$ cat src/rtl/wss_pkg.sv
// Shared constants and types of the windowed sensor statistics block.
package wss_pkg;

  localparam int unsigned NUM_CH            = 8;
  localparam int unsigned SAMPLE_W          = 16;
  localparam int unsigned BLOCK_LEN_DEF     = 12;
  localparam int unsigned HISTORY_DEPTH_DEF = 12;

  typedef enum logic [1:0] {
    MODE_OFF = 2'd0,
    MODE_AVG = 2'd1,
    MODE_MIN = 2'd2,
    MODE_MAX = 2'd3
  } disp_mode_e;

  typedef enum logic [2:0] {
    ST_IDLE,
    ST_DIV,
    ST_DRAIN,
    ST_WRITE,
    ST_SCAN,
    ST_TAIL,
    ST_EMIT
  } wss_state_e;

  typedef struct packed {
    logic in_ready;
    logic div_issue;
    logic mem_we;
    logic rd_en;
    logic out_load;
  } wss_ctrl_t;

endpackage

$ cat src/rtl/wss_sample_if.sv
// Input channel: one item carries one sample per sensor channel.
interface wss_sample_if;
  logic                                valid;
  logic                                ready;
  logic signed [wss_pkg::SAMPLE_W-1:0] latitude;
  logic signed [wss_pkg::SAMPLE_W-1:0] longitude;
  logic signed [wss_pkg::SAMPLE_W-1:0] altitude;
  logic signed [wss_pkg::SAMPLE_W-1:0] temperature;
  logic signed [wss_pkg::SAMPLE_W-1:0] humidity;
  logic signed [wss_pkg::SAMPLE_W-1:0] wind_speed;
  logic signed [wss_pkg::SAMPLE_W-1:0] wind_direction;
  logic signed [wss_pkg::SAMPLE_W-1:0] rainfall;

  modport source (
    output valid, latitude, longitude, altitude, temperature, humidity,
           wind_speed, wind_direction, rainfall,
    input  ready
  );

  modport sink (
    input  valid, latitude, longitude, altitude, temperature, humidity,
           wind_speed, wind_direction, rainfall,
    output ready
  );
endinterface

$ cat src/rtl/wss_stat_if.sv
// Output channel: one item carries the selected statistic of every channel.
interface wss_stat_if;
  logic                                valid;
  logic                                ready;
  logic signed [wss_pkg::SAMPLE_W-1:0] out_latitude;
  logic signed [wss_pkg::SAMPLE_W-1:0] out_longitude;
  logic signed [wss_pkg::SAMPLE_W-1:0] out_altitude;
  logic signed [wss_pkg::SAMPLE_W-1:0] out_temperature;
  logic signed [wss_pkg::SAMPLE_W-1:0] out_humidity;
  logic signed [wss_pkg::SAMPLE_W-1:0] out_wind_speed;
  logic signed [wss_pkg::SAMPLE_W-1:0] out_wind_direction;
  logic signed [wss_pkg::SAMPLE_W-1:0] out_rainfall;

  modport source (
    output valid, out_latitude, out_longitude, out_altitude, out_temperature,
           out_humidity, out_wind_speed, out_wind_direction, out_rainfall,
    input  ready
  );

  modport sink (
    input  valid, out_latitude, out_longitude, out_altitude, out_temperature,
           out_humidity, out_wind_speed, out_wind_direction, out_rainfall,
    output ready
  );
endinterface

$ cat src/rtl/windowed_sensor_statistics.sv
// Top level: block averages per sensor channel with min/max over a history memory.
//
// Each item adds its eight samples into per-channel sums.
// The item that completes a block of BLOCK_LEN starts a pass during which no
// item is taken: a shared reciprocal divider forms one channel average per
// cycle, the averages are written as one row of the history memory, and the
// memory is read back one row per cycle through its single read port to find
// minimum and maximum. The result then goes to an output register, so the next
// item is taken while it waits; the pass after that stalls in its last cycle
// until the register is free. Rows never written read as zero through per-row
// valid bits.
module windowed_sensor_statistics #(
  parameter int unsigned BLOCK_LEN     = wss_pkg::BLOCK_LEN_DEF,
  parameter int unsigned HISTORY_DEPTH = wss_pkg::HISTORY_DEPTH_DEF
) (
  input  logic              clk_i,
  input  logic              rst_ni,
  wss_sample_if.sink        sample_i,
  wss_stat_if.source        stat_o,
  input  logic              cfg_we_i,
  input  logic [1:0]        cfg_wdata_i
);

  localparam int unsigned NCH   = wss_pkg::NUM_CH;
  localparam int unsigned SW    = wss_pkg::SAMPLE_W;
  localparam int unsigned CNT_W = $clog2(BLOCK_LEN);
  localparam int unsigned HP_W  = $clog2(HISTORY_DEPTH);
  localparam int unsigned CH_W  = $clog2(NCH);
  localparam int unsigned SUM_W = SW + CNT_W;

  localparam logic [SUM_W-1:0] RECIP    = SUM_W'((64'd1 << SUM_W) / 64'(BLOCK_LEN));
  localparam logic [SUM_W-1:0] BLK      = SUM_W'(BLOCK_LEN);
  localparam logic [CNT_W-1:0] CNT_LAST = CNT_W'(BLOCK_LEN - 1);
  localparam logic [HP_W-1:0]  HP_LAST  = HP_W'(HISTORY_DEPTH - 1);
  localparam logic [CH_W-1:0]  CH_LAST  = CH_W'(NCH - 1);

  wss_pkg::wss_state_e state_q, state_d;
  wss_pkg::wss_ctrl_t  ctrl;
  wss_pkg::disp_mode_e mode_q;

  logic                        in_acc;
  logic [NCH-1:0][SW-1:0]      samp;
  logic [NCH-1:0][SUM_W-1:0]   sums_q;
  logic [CNT_W-1:0]            cnt_q;
  logic [HP_W-1:0]             hp_q;
  logic [CH_W-1:0]             ch_q;
  logic [HP_W-1:0]             scan_q;

  // divider pipeline
  logic                        a_vld_q, b_vld_q;
  logic [CH_W-1:0]             a_ch_q, b_ch_q;
  logic                        a_neg_q, b_neg_q;
  logic [SUM_W-1:0]            a_mag_q, b_mag_q, q0_q;
  logic [SUM_W-1:0]            sel_sum, a_mag_d;
  logic [2*SUM_W-1:0]          prod_b, prod_c;
  logic [SUM_W-1:0]            rem_c, q1_c, qs_c;
  logic [NCH-1:0][SW-1:0]      avg_q;

  // history memory and scan
  logic [NCH-1:0][SW-1:0]      hist_mem [HISTORY_DEPTH];
  logic [HISTORY_DEPTH-1:0]    row_vld_q;
  logic [NCH-1:0][SW-1:0]      rd_data_q;
  logic                        rd_vld_q, rd_first_q, rd_row_vld_q;
  logic [NCH-1:0][SW-1:0]      lo_q, hi_q, lo_d, hi_d, elem;

  logic                        out_vld_q;
  logic [NCH-1:0][SW-1:0]      out_q, out_d;

  assign samp[0] = sample_i.latitude;
  assign samp[1] = sample_i.longitude;
  assign samp[2] = sample_i.altitude;
  assign samp[3] = sample_i.temperature;
  assign samp[4] = sample_i.humidity;
  assign samp[5] = sample_i.wind_speed;
  assign samp[6] = sample_i.wind_direction;
  assign samp[7] = sample_i.rainfall;

  assign sample_i.ready = ctrl.in_ready;
  assign in_acc         = sample_i.valid && ctrl.in_ready;

  always_comb begin
    state_d = state_q;
    unique case (state_q)
      wss_pkg::ST_IDLE: begin
        if (in_acc && cnt_q == CNT_LAST) state_d = wss_pkg::ST_DIV;
      end
      wss_pkg::ST_DIV: begin
        if (ch_q == CH_LAST) state_d = wss_pkg::ST_DRAIN;
      end
      wss_pkg::ST_DRAIN: begin
        if (b_vld_q && b_ch_q == CH_LAST) state_d = wss_pkg::ST_WRITE;
      end
      wss_pkg::ST_WRITE: begin
        state_d = wss_pkg::ST_SCAN;
      end
      wss_pkg::ST_SCAN: begin
        if (scan_q == HP_LAST) state_d = wss_pkg::ST_TAIL;
      end
      wss_pkg::ST_TAIL: begin
        state_d = wss_pkg::ST_EMIT;
      end
      wss_pkg::ST_EMIT: begin
        if (!out_vld_q || stat_o.ready) state_d = wss_pkg::ST_IDLE;
      end
      default: state_d = wss_pkg::ST_IDLE;
    endcase
  end

  always_comb begin
    ctrl.in_ready  = (state_q == wss_pkg::ST_IDLE);
    ctrl.div_issue = (state_q == wss_pkg::ST_DIV);
    ctrl.mem_we    = (state_q == wss_pkg::ST_WRITE);
    ctrl.rd_en     = (state_q == wss_pkg::ST_SCAN);
    ctrl.out_load  = (state_q == wss_pkg::ST_EMIT) && (!out_vld_q || stat_o.ready);
  end

  always_ff @(posedge clk_i or negedge rst_ni) begin
    if (!rst_ni) begin
      state_q <= wss_pkg::ST_IDLE;
      mode_q  <= wss_pkg::MODE_OFF;
    end else begin
      state_q <= state_d;
      if (cfg_we_i) mode_q <= wss_pkg::disp_mode_e'(cfg_wdata_i);
    end
  end

  // sums and counters
  always_ff @(posedge clk_i or negedge rst_ni) begin
    if (!rst_ni) begin
      sums_q <= '0;
      cnt_q  <= '0;
      hp_q   <= '0;
      ch_q   <= '0;
      scan_q <= '0;
    end else begin
      if (in_acc) begin
        for (int c = 0; c < NCH; c++) begin
          sums_q[c] <= sums_q[c] + {{CNT_W{samp[c][SW-1]}}, samp[c]};
        end
        cnt_q <= (cnt_q == CNT_LAST) ? '0 : cnt_q + 1'b1;
      end
      if (ctrl.mem_we) begin
        sums_q <= '0;
        hp_q   <= (hp_q == HP_LAST) ? '0 : hp_q + 1'b1;
      end
      if (ctrl.div_issue) ch_q <= ch_q + 1'b1;
      else                ch_q <= '0;
      if (ctrl.rd_en) scan_q <= (scan_q == HP_LAST) ? '0 : scan_q + 1'b1;
      else            scan_q <= '0;
    end
  end

  // divide by BLOCK_LEN: sign/magnitude, reciprocal multiply, one-step correction
  always_comb begin
    sel_sum = sums_q[ch_q];
    a_mag_d = sel_sum[SUM_W-1] ? (~sel_sum + 1'b1) : sel_sum;
    prod_b  = a_mag_q * RECIP;
    prod_c  = q0_q * BLK;
    rem_c   = b_mag_q - prod_c[SUM_W-1:0];
    q1_c    = (rem_c >= BLK) ? q0_q + 1'b1 : q0_q;
    qs_c    = b_neg_q ? (~q1_c + 1'b1) : q1_c;
  end

  always_ff @(posedge clk_i or negedge rst_ni) begin
    if (!rst_ni) begin
      a_vld_q <= 1'b0;
      b_vld_q <= 1'b0;
    end else begin
      a_vld_q <= ctrl.div_issue;
      b_vld_q <= a_vld_q;
    end
  end

  always_ff @(posedge clk_i) begin
    a_ch_q  <= ch_q;
    a_neg_q <= sel_sum[SUM_W-1];
    a_mag_q <= a_mag_d;
    b_ch_q  <= a_ch_q;
    b_neg_q <= a_neg_q;
    b_mag_q <= a_mag_q;
    q0_q    <= prod_b[2*SUM_W-1:SUM_W];
    if (b_vld_q) avg_q[b_ch_q] <= qs_c[SW-1:0];
  end

  // history memory, one row of all channels per block
  always_ff @(posedge clk_i) begin
    if (ctrl.mem_we) hist_mem[hp_q] <= avg_q;
    if (ctrl.rd_en)  rd_data_q <= hist_mem[scan_q];
  end

  always_ff @(posedge clk_i or negedge rst_ni) begin
    if (!rst_ni) begin
      row_vld_q    <= '0;
      rd_vld_q     <= 1'b0;
      rd_first_q   <= 1'b0;
      rd_row_vld_q <= 1'b0;
    end else begin
      if (ctrl.mem_we) row_vld_q[hp_q] <= 1'b1;
      rd_vld_q     <= ctrl.rd_en;
      rd_first_q   <= (scan_q == '0);
      rd_row_vld_q <= row_vld_q[scan_q];
    end
  end

  always_comb begin
    for (int c = 0; c < NCH; c++) begin
      elem[c] = rd_row_vld_q ? rd_data_q[c] : '0;
      lo_d[c] = lo_q[c];
      hi_d[c] = hi_q[c];
      if (rd_first_q) begin
        lo_d[c] = elem[c];
        hi_d[c] = elem[c];
      end else begin
        if ($signed(elem[c]) < $signed(lo_q[c])) lo_d[c] = elem[c];
        if ($signed(elem[c]) > $signed(hi_q[c])) hi_d[c] = elem[c];
      end
    end
  end

  always_ff @(posedge clk_i) begin
    if (rd_vld_q) begin
      lo_q <= lo_d;
      hi_q <= hi_d;
    end
  end

  // output register
  always_comb begin
    for (int c = 0; c < NCH; c++) begin
      unique case (mode_q)
        wss_pkg::MODE_OFF: out_d[c] = '0;
        wss_pkg::MODE_AVG: out_d[c] = avg_q[c];
        wss_pkg::MODE_MIN: out_d[c] = lo_q[c];
        wss_pkg::MODE_MAX: out_d[c] = hi_q[c];
        default:           out_d[c] = '0;
      endcase
    end
  end

  always_ff @(posedge clk_i or negedge rst_ni) begin
    if (!rst_ni) begin
      out_vld_q <= 1'b0;
    end else if (ctrl.out_load) begin
      out_vld_q <= 1'b1;
    end else if (stat_o.ready) begin
      out_vld_q <= 1'b0;
    end
  end

  always_ff @(posedge clk_i) begin
    if (ctrl.out_load) out_q <= out_d;
  end

  assign stat_o.valid              = out_vld_q;
  assign stat_o.out_latitude       = out_q[0];
  assign stat_o.out_longitude      = out_q[1];
  assign stat_o.out_altitude       = out_q[2];
  assign stat_o.out_temperature    = out_q[3];
  assign stat_o.out_humidity       = out_q[4];
  assign stat_o.out_wind_speed     = out_q[5];
  assign stat_o.out_wind_direction = out_q[6];
  assign stat_o.out_rainfall       = out_q[7];

  a_block_end: assert property (@(posedge clk_i) disable iff (!rst_ni)
    (in_acc && cnt_q == CNT_LAST) |=> (state_q == wss_pkg::ST_DIV))
    else $error("block end did not start the average pass");

  a_sums_clear: assert property (@(posedge clk_i) disable iff (!rst_ni)
    (state_q == wss_pkg::ST_WRITE) |=> (sums_q == '0))
    else $error("sums not cleared after history write");

  a_write_after_div: assert property (@(posedge clk_i) disable iff (!rst_ni)
    (state_q == wss_pkg::ST_WRITE) |-> $past(b_vld_q && b_ch_q == CH_LAST))
    else $error("history row written before all averages were ready");

  a_out_from_emit: assert property (@(posedge clk_i) disable iff (!rst_ni)
    $rose(out_vld_q) |-> ($past(state_q) == wss_pkg::ST_EMIT))
    else $error("result item raised outside the emit step");

endmodule
$ cat src/flat_wrapper.sv
// flat-port wrapper written by rule: the top's interface ports become plain ports
module windowed_sensor_statistics_flat 
#(
  parameter int unsigned BLOCK_LEN     = wss_pkg::BLOCK_LEN_DEF,
  parameter int unsigned HISTORY_DEPTH = wss_pkg::HISTORY_DEPTH_DEF
)
  (clk_i, rst_ni, cfg_we_i, cfg_wdata_i, sample_i_valid, sample_i_latitude, sample_i_longitude, sample_i_altitude, sample_i_temperature, sample_i_humidity, sample_i_wind_speed, sample_i_wind_direction, sample_i_rainfall, sample_i_ready, stat_o_valid, stat_o_out_latitude, stat_o_out_longitude, stat_o_out_altitude, stat_o_out_temperature, stat_o_out_humidity, stat_o_out_wind_speed, stat_o_out_wind_direction, stat_o_out_rainfall, stat_o_ready);
  wss_sample_if sample_i_i ();
  wss_stat_if stat_o_i ();
  input  logic clk_i;
  input  logic rst_ni;
  input  logic cfg_we_i;
  input  logic [1:0] cfg_wdata_i;
  input wire logic [$bits(sample_i_i.valid)-1:0] sample_i_valid;
  input wire logic [$bits(sample_i_i.latitude)-1:0] sample_i_latitude;
  input wire logic [$bits(sample_i_i.longitude)-1:0] sample_i_longitude;
  input wire logic [$bits(sample_i_i.altitude)-1:0] sample_i_altitude;
  input wire logic [$bits(sample_i_i.temperature)-1:0] sample_i_temperature;
  input wire logic [$bits(sample_i_i.humidity)-1:0] sample_i_humidity;
  input wire logic [$bits(sample_i_i.wind_speed)-1:0] sample_i_wind_speed;
  input wire logic [$bits(sample_i_i.wind_direction)-1:0] sample_i_wind_direction;
  input wire logic [$bits(sample_i_i.rainfall)-1:0] sample_i_rainfall;
  output wire logic [$bits(sample_i_i.ready)-1:0] sample_i_ready;
  output wire logic [$bits(stat_o_i.valid)-1:0] stat_o_valid;
  output wire logic [$bits(stat_o_i.out_latitude)-1:0] stat_o_out_latitude;
  output wire logic [$bits(stat_o_i.out_longitude)-1:0] stat_o_out_longitude;
  output wire logic [$bits(stat_o_i.out_altitude)-1:0] stat_o_out_altitude;
  output wire logic [$bits(stat_o_i.out_temperature)-1:0] stat_o_out_temperature;
  output wire logic [$bits(stat_o_i.out_humidity)-1:0] stat_o_out_humidity;
  output wire logic [$bits(stat_o_i.out_wind_speed)-1:0] stat_o_out_wind_speed;
  output wire logic [$bits(stat_o_i.out_wind_direction)-1:0] stat_o_out_wind_direction;
  output wire logic [$bits(stat_o_i.out_rainfall)-1:0] stat_o_out_rainfall;
  input wire logic [$bits(stat_o_i.ready)-1:0] stat_o_ready;
  assign sample_i_i.valid = sample_i_valid;
  assign sample_i_i.latitude = sample_i_latitude;
  assign sample_i_i.longitude = sample_i_longitude;
  assign sample_i_i.altitude = sample_i_altitude;
  assign sample_i_i.temperature = sample_i_temperature;
  assign sample_i_i.humidity = sample_i_humidity;
  assign sample_i_i.wind_speed = sample_i_wind_speed;
  assign sample_i_i.wind_direction = sample_i_wind_direction;
  assign sample_i_i.rainfall = sample_i_rainfall;
  assign sample_i_ready = sample_i_i.ready;
  assign stat_o_valid = stat_o_i.valid;
  assign stat_o_out_latitude = stat_o_i.out_latitude;
  assign stat_o_out_longitude = stat_o_i.out_longitude;
  assign stat_o_out_altitude = stat_o_i.out_altitude;
  assign stat_o_out_temperature = stat_o_i.out_temperature;
  assign stat_o_out_humidity = stat_o_i.out_humidity;
  assign stat_o_out_wind_speed = stat_o_i.out_wind_speed;
  assign stat_o_out_wind_direction = stat_o_i.out_wind_direction;
  assign stat_o_out_rainfall = stat_o_i.out_rainfall;
  assign stat_o_i.ready = stat_o_ready;
  windowed_sensor_statistics #(.BLOCK_LEN(BLOCK_LEN), .HISTORY_DEPTH(HISTORY_DEPTH)) u_core (.clk_i(clk_i), .rst_ni(rst_ni), .sample_i(sample_i_i), .stat_o(stat_o_i), .cfg_we_i(cfg_we_i), .cfg_wdata_i(cfg_wdata_i));
endmodule
$ cat config.mk
export PLATFORM = sky130hd
export DESIGN_NAME = windowed_sensor_statistics_flat
export DESIGN_NICKNAME = d
export VERILOG_FILES = /design/src/rtl/wss_pkg.sv /design/src/rtl/wss_sample_if.sv /design/src/rtl/wss_stat_if.sv /design/src/rtl/windowed_sensor_statistics.sv /design/src/flat_wrapper.sv
export SDC_FILE = /design/constraint.sdc
export NUM_CORES = 2
export LEC_CHECK = 0
export ABC_AREA = 1
export BUFFER_PORTS_ARGS = -buffer_cell sky130_fd_sc_hd__clkbuf_2
export CORE_MARGIN = 2
export CORE_UTILIZATION = 33
export DETAILED_ROUTE_END_ITERATION = 6
export PLACE_DENSITY = 0.58
export SYNTH_ARGS = -nofsm -noshare
export SYNTH_HDL_FRONTEND = slang
export SYNTH_SLANG_ARGS = --single-unit
$ cat constraint.sdc
create_clock -name clk_i -period 19.73 [get_ports clk_i]
set_clock_uncertainty 0.1 [all_clocks]
set_input_delay 0 -clock clk_i [delete_from_list [all_inputs] [get_ports clk_i]]
set_output_delay 0 -clock clk_i [all_outputs]
set_load 0.02 [all_outputs]
==> results.md <==
* Post-synth cell types at 60
* Max incr delay on CP at 0.43 ns
* Top post-synthesis cells by area: edfxtp_1 (58%), ha_1 (6.6%), o21ai_0 (5.0%)
* Final ANT Viol Nets at 0
* Post-CTS Setup Repair Bufs at 0
* Antenna violations before repair at 15
* Most common cell type on the critical path: nand2_1
* First-pass GRT wire length at 491000 um
* Worst slew pin tran at 1.19 ns
* CTS clk-pin slew, worst paths at 0.06 ns
* Cts hold-fix bufs at 319
* CP Capture Type: flip-flop
* GPL Wtd Cong at 0.881
* Initial Util at 33.1%
* Clock root buffer master: clkbuf_16
* Vias in the first global route at 76700
* Post-DR wirelength/cell at 21.6 um
* Mean Syn Cell Area at 11.3 um^2
* CTS max path bufs at 4
* Status: finished clean
* CTS tree: yes
* CTS buffer count at 275
* H-tree Lvls at 5
* Setup CP Type: flip-flop to flip-flop
* DRC at 0
* Routed Wire Length at 331000 um
* Share of cells above drive strength 1 at 8.02%
* WP buf/inv at 4
* Die Footprint at 348000 um^2
* Top Ports at 265
* Core area at 342000 um^2
* Cell taking the most area after synthesis: edfxtp_1
* Slew headroom at 20.6%
* Final setup violating endpoints at 0
* Synth Net Count at 10900
* Die W at 590 um
* Nets at 11400
* Gr ovfl total at 0
* Crit start category: flip-flop
* Clk sinks at 2437
* Buffers on Ports at 264
* Post-synth top area share at 57.7%
* Yosys warns at 0
* DR vias at 78900
* Worst hold-check path type: input pin to flip-flop
* Synth Register Bits at 2437
* Setup TNS at 0 ns
* Primary FF master, synth: edfxtp_1
* Initial DRT Pass Iterations at 5
* Fin crit share at 30.7%
* Final Max Slew Viols at 0
* CP Data Required Time at 20.19 ns
* # rows at 215
* Crit path DAT at 6.52 ns
* Hold Vio Cnt, Final at 0
* Post-synth EDFFs at 2176
* Post-synthesis sequential area ratio at 63.2%
* Final min period at 6.06 ns
* Area grow syn2layout at 16.4%
* Syn Inst Count at 10000
* Largest net degree at the start of global routing at 211
* Ys async rst share at 8.12%
* Post-CTS Resized at 0
* DP Wirelength at 196000 um
* CP delay by family, top: simple AND/OR/NAND/NOR gates
* Chip height at 590 um
* Maxcap violations at 0
* RSZ-0062 raised after global routing: no
* Via density at 5.14
* Clk_lat worst skew at 0.90 ns
* DRT iter0 DRCs at 7142
* Max Clk Rate at 0.165 GHz
* Mapped cell area at 113000 um^2
* Crit Path Max Fanout at 15
* GRT Total Usage at 18.6%
* Slowest CP cell: dfxtp_1
synthesized netlist by cell type (all sizes together), types with 7 or more instances:
cell,number
a211oi,10
o211ai,29
ha,599
nand4,68
nor3,59
o2111ai,14
inv,1018
dfrtp,198
a31oi,53
or2,7
nor2,1086
nand2,1433
clkbuf,384
o31ai,47
nand3,245
nor3b,8
edfxtp,2176
buf,46
fa,119
xor2,100
o221ai,133
o21ai,1130
dfxtp,63
a21o,13
a21oi,456
o22ai,439
xnor2,30
o21bai,24
cell families after synthesis:
family	Yosys count	share of synthesized area, %
and+or+nand+nor	2925	10.4
buffers and inverters	1451	4.85
xor gates and xnor gates	130	1.00
DFF	2437	63.2
adders and majority gates	718	8.72
AOI/OAI and AO/OA	2376	11.9
cell type report:
class,count,area [um^2]
clock inverters,144,1300
diodes,7,17.5
clock buffers,349,7450
inverters,1021,3860
well taps,4557,5700
multi-input cells,6149,36600
repair buffers,677,5400
flip-flops and latches,2437,71600
fillers,32800,211000
state kept, by name, summed over array words and instances (netlist names), 4 cells and up:
name / flops
u_core.a_mag_q: 20
u_core.avg_q: 128
u_core.b_mag_q: 18
u_core.cnt_q: 4
u_core.hi_q: 128
u_core.hist_mem: 1536
u_core.hp_q: 4
u_core.lo_q: 128
u_core.q0_q: 17
u_core.rd_data_q: 128
u_core.row_vld_q: 12
u_core.scan_q: 4
u_core.stat_o.out_altitude: 16
u_core.stat_o.out_humidity: 16
u_core.stat_o.out_latitude: 16
u_core.stat_o.out_longitude: 16
u_core.stat_o.out_rainfall: 16
u_core.stat_o.out_temperature: 16
u_core.stat_o.out_wind_direction: 16
u_core.stat_o.out_wind_speed: 16
u_core.sums_q: 160
per-stage QoR:
stage / hold WS (ns) / setup slack (ns) / std cells / area [um^2] / utilization, %
after CTS: 0.00358 / 13.73 / 15300 / 132000 / 38.5
after floorplan: -0.396 / 12.43 / 10000 / 113000 / -
final: 0.0742 / 13.67 / 15300 / 132000 / 38.5
after global placement: -0.0513 / 13.78 / 14500 / 120000 / 35.0
after detailed placement: -0.0518 / 13.72 / 14500 / 120000 / 35.0
after global routing: 0.0942 / 12.98 / 15300 / 132000 / 38.5
cell usage in the layout (no fill, tap or decap), types with 9 or more instances in the layout:
cell              n
a21oi_2          16
o211ai_1         29
clkbuf_16       286
fa_1            119
a211oi_1         10
clkbuf_2        263
ha_1            599
buf_12           12
nor2_4           20
buf_4            82
nand3_1         242
xor2_1           97
clkinv_2         47
nand2_2          15
o2111ai_1        14
dlygate4sd3_1   318
o21bai_1         24
clkbuf_1         57
edfxtp_1       2176
nor3_1           57
o21ai_0        1123
nor2_1         1044
bufinv_16        16
dfxtp_1          63
inv_6             9
a21oi_1         440
o31ai_1          47
clkinv_1         49
o221ai_1        133
xnor2_1          27
dfrtp_1         192
a21o_1           13
nand2_1        1416
inv_1          1007
nor2_2           22
a31oi_1          53
nand4_1          67
o22ai_1         439
tightest hold or removal path, stage by stage:
cell and delay, ns:
dlygate4sd3_1 0.53, clkbuf_2 0.12, inv_1 0.08, fa_1 0.17
o22ai_1 0.09
routing by layer:
layer,global-route usage (%),vias up,routed length (um)
met5,0,-,127
met4,5.46,20,9200
met3,2.58,497,22600
met2,30.3,2735,153000
met1,25.7,38800,146000
li1,-,36800,-
worst paths after layout:
kind	startpoint	end	slack, ns	cells past startpoint
hold / removal	sample_i_wind_speed[1]	u_core.sums_q[101]	0.07	5
hold reg to reg	u_core.a_ch_q[1]	u_core.b_ch_q[1]	0.22	0
setup reg to reg	u_core.q0_q[0]	u_core.avg_q[127]	13.67	35
min in group asynchronous	rst_ni	u_core.sums_q[9]	0.20	4
max in group asynchronous	rst_ni	u_core.sums_q[77]	18.38	4
setup / recovery	u_core.q0_q[0]	u_core.avg_q[127]	13.67	35
Power is not shown: default switching activity piles up to over one toggle a cycle in this logic, so the estimate is an artifact.
